==> config.mk <==
export PLATFORM = sky130hd
export DESIGN_NAME = liquid_level_fill_controller
export DESIGN_NICKNAME = d
export VERILOG_FILES = /design/src/sv/llfc_pkg.sv /design/src/sv/llfc_core.sv /design/src/sv/liquid_level_fill_controller.sv
export SDC_FILE = /design/constraint.sdc
export NUM_CORES = 1
export LEC_CHECK = 0
export BUFFER_PORTS_ARGS = -buffer_cell sky130_fd_sc_hd__clkbuf_2
export CAP_MARGIN = 15
export CORE_MARGIN = 1
export CORE_UTILIZATION = 30
export CTS_BUF_LIST = sky130_fd_sc_hd__clkbuf_2 sky130_fd_sc_hd__clkbuf_4 sky130_fd_sc_hd__clkbuf_8
export CTS_CLUSTER_DIAMETER = 200
export DETAILED_ROUTE_END_ITERATION = 10
export HOLD_SLACK_MARGIN = 0.12
export PLACE_DENSITY = 0.54
export SKIP_CTS_REPAIR_TIMING = 1
export SKIP_LAST_GASP = 1
export SLEW_MARGIN = 10
export SYNTH_ARGS = -nofsm -noshare
export SYNTH_HDL_FRONTEND = slang
export SYNTH_SLANG_ARGS = --single-unit
==> constraint.sdc <==
create_clock -name aclk -period 4.4 [get_ports aclk]
set_input_delay 0.22 -clock aclk [delete_from_list [all_inputs] [get_ports aclk]]
set_output_delay 0.22 -clock aclk [all_outputs]
set_load 0.01 [all_outputs]
==> src/sv/llfc_pkg.sv <==
// Package for the liquid level fill controller.
// Holds the payload, configuration and code types shared by all modules.
// No dependencies.
package llfc_pkg;

    localparam int LEVEL_W   = 16;
    localparam int BURST_W   = 16;
    localparam int TIMEOUT_W = 24;
    localparam int CFG_DATA_W = 24;
    localparam int CFG_ADDR_W = 3;

    // Register indexes on the configuration port
    localparam logic [CFG_ADDR_W-1:0] REG_LOW_THRESHOLD  = 3'd0;
    localparam logic [CFG_ADDR_W-1:0] REG_HIGH_THRESHOLD = 3'd1;
    localparam logic [CFG_ADDR_W-1:0] REG_PUMP_ON_TICKS  = 3'd2;
    localparam logic [CFG_ADDR_W-1:0] REG_PUMP_OFF_TICKS = 3'd3;
    localparam logic [CFG_ADDR_W-1:0] REG_FILL_TIMEOUT   = 3'd4;
    localparam logic [CFG_ADDR_W-1:0] REG_PUMP_PRESENT   = 3'd5;

    // Event codes
    localparam logic [1:0] EV_NONE  = 2'd0;
    localparam logic [1:0] EV_START = 2'd1;
    localparam logic [1:0] EV_STOP  = 2'd2;
    localparam logic [1:0] EV_ERROR = 2'd3;

    // Error codes
    localparam logic [1:0] ERR_NONE      = 2'd0;
    localparam logic [1:0] ERR_TEMP_HIGH = 2'd1;
    localparam logic [1:0] ERR_TEMP_LOW  = 2'd2;
    localparam logic [1:0] ERR_TIMEOUT   = 2'd3;

    // Level classes
    localparam logic [1:0] LV_LOW   = 2'd0;
    localparam logic [1:0] LV_RANGE = 2'd1;
    localparam logic [1:0] LV_HIGH  = 2'd2;

    typedef struct packed {
        logic [LEVEL_W-1:0] level_sample;
        logic               temperature_ok;
        logic               over_temp;
        logic               monitor_on;
    } in_item_t;

    typedef struct packed {
        logic       pump_drive;
        logic [1:0] event_kind;
        logic [1:0] error_code;
        logic       standby;
        logic [1:0] level_class;
    } out_item_t;

    typedef struct packed {
        logic [LEVEL_W-1:0]   low_threshold;
        logic [LEVEL_W-1:0]   high_threshold;
        logic [BURST_W-1:0]   pump_on_ticks;
        logic [BURST_W-1:0]   pump_off_ticks;
        logic [TIMEOUT_W-1:0] fill_timeout_ticks;
        logic                 pump_present;
    } cfg_t;

endpackage

==> src/sv/llfc_core.sv <==
// Fill controller state machine: one tick per step, result registered.
// Depends on llfc_pkg.
module llfc_core (
    input  logic              aclk,
    input  logic              aresetn,
    input  logic              step,
    input  llfc_pkg::in_item_t item,
    input  llfc_pkg::cfg_t    cfg,
    output llfc_pkg::out_item_t result
);
    import llfc_pkg::*;

    typedef enum logic [1:0] {
        PH_CHECK = 2'd0,
        PH_ON    = 2'd1,
        PH_OFF   = 2'd2
    } phase_t;

    phase_t               phase_reg, phase_next;
    logic                 fill_active_reg, fill_active_next;
    logic                 armed_reg, armed_next;
    logic [TIMEOUT_W-1:0] fill_cd_reg, fill_cd_next;
    logic [BURST_W-1:0]   burst_cd_reg, burst_cd_next;
    logic                 fault_reg, fault_next;
    logic [1:0]           last_error_reg, last_error_next;
    logic                 prev_mon_reg;
    out_item_t            result_reg, result_next;

    always_comb begin
        logic       rising;
        logic       stopped;
        logic       go;
        logic [1:0] cls;
        logic [1:0] ev;
        logic       standby;

        if (item.level_sample < cfg.low_threshold) begin
            cls = LV_LOW;
        end else if (item.level_sample > cfg.high_threshold) begin
            cls = LV_HIGH;
        end else begin
            cls = LV_RANGE;
        end

        rising  = item.monitor_on && !prev_mon_reg;
        ev      = EV_NONE;
        standby = 1'b0;
        go      = 1'b0;

        // Rising monitor enable restarts the fill bookkeeping
        fill_active_next = rising ? 1'b0 : fill_active_reg;
        armed_next       = rising ? 1'b0 : armed_reg;
        fault_next       = rising ? 1'b0 : fault_reg;
        last_error_next  = rising ? ERR_NONE : last_error_reg;
        stopped          = !item.monitor_on || fault_next;

        fill_cd_next = fill_cd_reg;
        if (armed_next && fill_cd_reg != '0) begin
            fill_cd_next = fill_cd_reg - TIMEOUT_W'(1);
        end

        phase_next    = phase_reg;
        burst_cd_next = burst_cd_reg;

        case (phase_reg)
            PH_ON: begin
                if (burst_cd_reg != '0) begin
                    burst_cd_next = burst_cd_reg - BURST_W'(1);
                end
                if (burst_cd_next == '0 || cls == LV_HIGH || stopped) begin
                    burst_cd_next = cfg.pump_off_ticks;
                    phase_next    = PH_OFF;
                    ev            = EV_STOP;
                end
            end
            PH_OFF: begin
                if (burst_cd_reg != '0) begin
                    burst_cd_next = burst_cd_reg - BURST_W'(1);
                end
                if (stopped || burst_cd_next == '0) begin
                    phase_next = PH_CHECK;
                end
            end
            default: begin
                phase_next = PH_CHECK;
                if (stopped) begin
                    standby = 1'b1;
                end else if (cfg.pump_present) begin
                    if (!item.temperature_ok) begin
                        last_error_next = item.over_temp ? ERR_TEMP_HIGH : ERR_TEMP_LOW;
                        fault_next = 1'b1;
                        ev         = EV_ERROR;
                    end else if (cls == LV_LOW) begin
                        fill_active_next = 1'b1;
                        if (!armed_next) begin
                            armed_next   = 1'b1;
                            fill_cd_next = cfg.fill_timeout_ticks;
                        end
                        go = 1'b1;
                    end else if (cls == LV_HIGH) begin
                        armed_next       = 1'b0;
                        fill_active_next = 1'b0;
                    end else begin
                        go = fill_active_next;
                    end
                    if (go) begin
                        if (armed_next && fill_cd_next == '0) begin
                            last_error_next = ERR_TIMEOUT;
                            fault_next      = 1'b1;
                            ev              = EV_ERROR;
                        end else begin
                            burst_cd_next = cfg.pump_on_ticks;
                            phase_next    = PH_ON;
                            ev            = EV_START;
                        end
                    end
                end
            end
        endcase

        result_next.pump_drive  = (phase_next == PH_ON);
        result_next.event_kind  = ev;
        result_next.error_code  = last_error_next;
        result_next.standby     = standby;
        result_next.level_class = cls;
    end

    always_ff @(posedge aclk) begin
        if (!aresetn) begin
            phase_reg       <= PH_CHECK;
            fill_active_reg <= 1'b0;
            armed_reg       <= 1'b0;
            fill_cd_reg     <= '0;
            burst_cd_reg    <= '0;
            fault_reg       <= 1'b0;
            last_error_reg  <= ERR_NONE;
            prev_mon_reg    <= 1'b0;
        end else if (step) begin
            phase_reg       <= phase_next;
            fill_active_reg <= fill_active_next;
            armed_reg       <= armed_next;
            fill_cd_reg     <= fill_cd_next;
            burst_cd_reg    <= burst_cd_next;
            fault_reg       <= fault_next;
            last_error_reg  <= last_error_next;
            prev_mon_reg    <= item.monitor_on;
        end
        if (step) begin
            result_reg <= result_next;
        end
    end

    assign result = result_reg;

    // A latched fault always carries an error code
    a_fault_has_code: assert property (@(posedge aclk) disable iff (!aresetn)
        fault_reg |-> last_error_reg != ERR_NONE)
        else $error("fault latched without error code");

    // The pump phase never holds while a fault is latched
    a_fault_no_burst: assert property (@(posedge aclk) disable iff (!aresetn)
        step && fault_next |-> phase_next != PH_ON)
        else $error("pump burst while faulted");

endmodule

==> src/sv/liquid_level_fill_controller.sv <==
// Top level of the liquid level fill controller: configuration registers,
// input register and result handshake around llfc_core.
// Depends on llfc_pkg and llfc_core.
//
//  port group          dir  handshake          payload
//  s_valid/s_ready     in   valid/ready        s_data   (in_item_t)
//  m_valid/m_ready     out  valid/ready        m_data   (out_item_t)
//  cfg_we              in   write enable only  cfg_addr, cfg_wdata
//
// One tick per clock while the result is not stalled: a tick is taken into the
// input register, worked by the state update and lands in the result register,
// so a new tick can be taken every cycle unless the output stalls.
// Reset is synchronous on aresetn and clears the state and both valid flags.
// A stalled result holds the input register; both stages fill before s_ready drops.
module liquid_level_fill_controller (
    input  logic                              aclk,
    input  logic                              aresetn,
    input  logic                              s_valid,
    output logic                              s_ready,
    input  llfc_pkg::in_item_t                s_data,
    output logic                              m_valid,
    input  logic                              m_ready,
    output llfc_pkg::out_item_t               m_data,
    input  logic                              cfg_we,
    input  logic [llfc_pkg::CFG_ADDR_W-1:0]   cfg_addr,
    input  logic [llfc_pkg::CFG_DATA_W-1:0]   cfg_wdata
);
    import llfc_pkg::*;

    cfg_t      cfg_reg;
    logic      in_valid_reg;
    in_item_t  in_data_reg;
    logic      m_valid_reg;
    logic      advance;
    out_item_t result;

    assign advance = in_valid_reg && (!m_valid_reg || m_ready);
    assign s_ready = !in_valid_reg || advance;

    always_ff @(posedge aclk) begin
        if (!aresetn) begin
            cfg_reg.low_threshold      <= '0;
            cfg_reg.high_threshold     <= '1;
            cfg_reg.pump_on_ticks      <= '0;
            cfg_reg.pump_off_ticks     <= '0;
            cfg_reg.fill_timeout_ticks <= '1;
            cfg_reg.pump_present       <= 1'b1;
        end else if (cfg_we) begin
            case (cfg_addr)
                REG_LOW_THRESHOLD:  cfg_reg.low_threshold  <= cfg_wdata[LEVEL_W-1:0];
                REG_HIGH_THRESHOLD: cfg_reg.high_threshold <= cfg_wdata[LEVEL_W-1:0];
                REG_PUMP_ON_TICKS:  cfg_reg.pump_on_ticks  <= cfg_wdata[BURST_W-1:0];
                REG_PUMP_OFF_TICKS: cfg_reg.pump_off_ticks <= cfg_wdata[BURST_W-1:0];
                REG_FILL_TIMEOUT:
                    cfg_reg.fill_timeout_ticks <= cfg_wdata[TIMEOUT_W-1:0];
                REG_PUMP_PRESENT:   cfg_reg.pump_present   <= cfg_wdata[0];
                default: ;
            endcase
        end
    end

    always_ff @(posedge aclk) begin
        if (!aresetn) begin
            in_valid_reg <= 1'b0;
            m_valid_reg  <= 1'b0;
        end else begin
            if (s_ready) begin
                in_valid_reg <= s_valid;
            end
            if (advance) begin
                m_valid_reg <= 1'b1;
            end else if (m_ready) begin
                m_valid_reg <= 1'b0;
            end
        end
        if (s_valid && s_ready) begin
            in_data_reg <= s_data;
        end
    end

    llfc_core u_core (
        .aclk    (aclk),
        .aresetn (aresetn),
        .step    (advance),
        .item    (in_data_reg),
        .cfg     (cfg_reg),
        .result  (result)
    );

    assign m_valid = m_valid_reg;
    assign m_data  = result;

    a_start_drives: assert property (@(posedge aclk) disable iff (!aresetn)
        m_valid && m_data.event_kind == EV_START |-> m_data.pump_drive)
        else $error("pump start without drive");

    a_stop_releases: assert property (@(posedge aclk) disable iff (!aresetn)
        m_valid && m_data.event_kind == EV_STOP |-> !m_data.pump_drive)
        else $error("pump stop with drive on");

    a_error_coded: assert property (@(posedge aclk) disable iff (!aresetn)
        m_valid && m_data.event_kind == EV_ERROR
            |-> m_data.error_code != ERR_NONE && !m_data.pump_drive && !m_data.standby)
        else $error("error event inconsistent");

    a_class_legal: assert property (@(posedge aclk) disable iff (!aresetn)
        m_valid |-> m_data.level_class <= LV_HIGH)
        else $error("level class out of range");

endmodule
==> results_dict.tcl <==
set metrics [dict create \
    post_drt_wl_per_cell_um 17.3 \
    synth_flop_cell "dfxtp_1" \
    grt_start_max_net_pins 67 \
    max_freq_mhz 257 \
    rsz0062_at_grt "no" \
    cp.required_ns 4.77 \
    clock_path_buffers 2 \
    synthCells 1140 \
    portBuffers 60 \
    synth_area_per_cell_um2 8.00 \
    synth_cell_types 78 \
    path_clk_slew_ns 0.10 \
    hold_viol_final 0 \
    tightest_slew_ns 1.03 \
    rows 63 \
    pwr-share-comb_pct 15.9 \
    maxSlewViolCount 0 \
    antenna_left 0 \
    fp.dieW_um 176 \
    first_global_vias 7735 \
    power_frac_seq_pct 49.2 \
    min_period_ns 3.90 \
    clock-sinks 166 \
    die_h_um 176 \
    drt-pass1-iter-count 7 \
    antenna_found_initial 0 \
    cp-start-kind "register" \
    arrival_ns 4.26 \
    grt_usage_pct 18.2 \
    power_switching_uw 998 \
    vias 8408 \
    drcViolationCount 0 \
    cp_cell_sequence "or4_1 > or4_1 > nor4_1 > a21boi_0 > nor4_1 > nand4_1 > o31ai_1 > and3b_4 > o31ai_4 > buf_12 > and3_1 > o21a_1" \
    viasPerCell 5.21 \
    p_clk_share_pct 34.9 \
    p_int_uw 2320 \
    netlist_area_um2 9120 \
    skew_ns 0.0181 \
    drtIter0Drc 583 \
    initial_core_util_pct 30.6 \
    p_per_area_nw_per_um2 312 \
    critical_path_class "register to register" \
    setup_violations 0 \
    synth_warnings 0 \
    cts_root_buf "clkbuf_8" \
    diodes 0 \
    layout_commonest_cell "nand2_1" \
    p_total_uw 3320 \
    largest_reg_flops 89 \
    leakage_uw 0.00415 \
    setup_tns_ns 0 \
    ir_drop_mv 0.262 \
    final_cell_mix "247 x nand2_1, 139 x dfxtp_1, 63 x a21oi_1" \
    clkLatencyLatePin_ns 0.47 \
    wirelength_um 28000 \
    area_growth_pct 16.8 \
    nets 1297 \
    drive_above_1_share_pct 11.0 \
    syn-num-nets 1226 \
    io_pins 61 \
    cts_tree "built" \
    sw_frac_of_total_pct 30.0 \
    synth-async-reset-ratio_pct 0 \
    nFillCells 3196 \
    slowest_stage "or4_1" \
    grt_overflow 0 \
    fp.dieArea_um2 31100 \
    grt_pass1_wl_um 44300 \
    status "finished clean" \
    ys_ff_latch 166 \
    synth_edf_count 27 \
    cp_max_fo 32 \
    post-dp-hpwl_um 19700 \
    endpoint_kind "register" \
    reg2reg_slack_ns 0.50 \
    core-area_um2 29800 \
    slew_headroom_pct 31.4 \
    cts_buffers 17 \
    slowest_delay_ns 0.68 \
    htreeDepth 4 \
    max_cap_violations 0 \
    hp-class "primary input to register" \
    fin_crit_sh_pct 88.5 \
    synth.yosys.seq_area_share_pct 39.4 \
    place_congestion 0.941 \
]
==> layout make-up <==
cell class / instances / area (um^2) / share of cell area [%]
inverter: 52 / 195 / 1.83
multi-input combinational: 845 / 5030 / 47.2
timing repair buffer: 129 / 951 / 8.92
clock buffer: 20 / 256 / 2.41
clock inverter: 12 / 143 / 1.34
tap: 390 / 488 / 4.58
sequential: 166 / 3590 / 33.7
==> power groups by stage <==
stage	clock network [uW]	logic (uW)	registers, uW
floorplan	0	338	1650
global placement	0	492	1670
detailed placement	0	493	1670
CTS	1180	496	1630
global route	1250	587	1640
finish	1160	529	1630
==> final timing paths <==
kind	start	cells after the start	to
setup / recovery	u_core.fill_cd_reg[3]	12	u_core.burst_cd_reg[6]
hold / removal	cfg_addr[0]	5	cfg_reg[74]
setup reg to reg	u_core.fill_cd_reg[3]	12	u_core.burst_cd_reg[6]
hold reg to reg	cfg_reg[84]	2	cfg_reg[84]
==> logic make-up after synthesis <==
family | share of synthesized area [%]
mux | 0.562
simple gates | 24.6
compound gates | 23.8
fa+ha+maj | 4.80
flops | 39.4
xor+xnor | 1.25
buf+inv | 5.62
==> metal layers <==
layer	share of wire [%]	global-route usage [%]	up-vias
li1	-	-	4206
met1	48	24.9	3970
met2	47	29.8	201
met3	4.2	2.67	31
met4	1.6	4.99	0
met5	0	0	-
==> synthesized netlist by cell type, drive strengths merged (3+ instances only) <==
| cell | count | area, um^2 |
|---|---|---|
| nand2 | 247 | 927 |
| dfxtp | 139 | 2780 |
| a21boi | 69 | 518 |
| clkbuf | 65 | 244 |
| a21oi | 63 | 315 |
| o21ai | 58 | 290 |
| inv | 51 | 191 |
| nand3 | 43 | 215 |
| nor2 | 42 | 163 |
| ha | 35 | 438 |
| nor3 | 29 | 145 |
| edfxtp | 27 | 811 |
| o211ai | 26 | 200 |
| nor2b | 18 | 113 |
| nand4 | 16 | 100 |
| nor4 | 16 | 100 |
| a31oi | 12 | 81.3 |
| buf | 12 | 73.8 |
| or3 | 12 | 75.1 |
| or4 | 12 | 90.1 |
| o21a | 11 | 82.6 |
| and2 | 10 | 62.6 |
| xnor2 | 10 | 87.6 |
| a22oi | 9 | 67.6 |
| and3 | 9 | 56.3 |
| a2111oi | 7 | 85.1 |
| a21o | 7 | 52.6 |
| nand2b | 7 | 43.8 |
| o31ai | 7 | 66.3 |
| o2111a | 6 | 67.6 |
| o2111ai | 6 | 52.6 |
| a211oi | 4 | 35.0 |
| mux2i | 4 | 40.0 |
| nor3b | 4 | 30.0 |
| or2 | 4 | 25.0 |
| a41o | 3 | 30.0 |
| o211a | 3 | 30.0 |
| o311ai | 3 | 26.3 |
| xor2 | 3 | 26.3 |
==> worst max-delay path: cells and delay by family, from the launching register on <==
family	cells	cell delay (ns)
simple gates	7	2.64
buf+inv	1	0.20
flops	1	0.37
compound gates	4	0.57
==> metrics by stage <==
stage / hold slack [ns] / area, um^2 / cells / utilization (%) / worst slack (ns)
after floorplan: 0.319 / 9120 / 1140 / - / 1.03
after global placement: 0.397 / 9790 / 1535 / 32.8 / 0.459
after detailed placement: 0.399 / 9790 / 1535 / 32.8 / 0.566
after CTS: -0.114 / 10200 / 1567 / 34.2 / 0.524
after global routing: 0.404 / 10700 / 1614 / 35.8 / 0.282
final: 0.396 / 10700 / 1614 / 35.8 / 0.504
(Power assumes the default switching activity.)
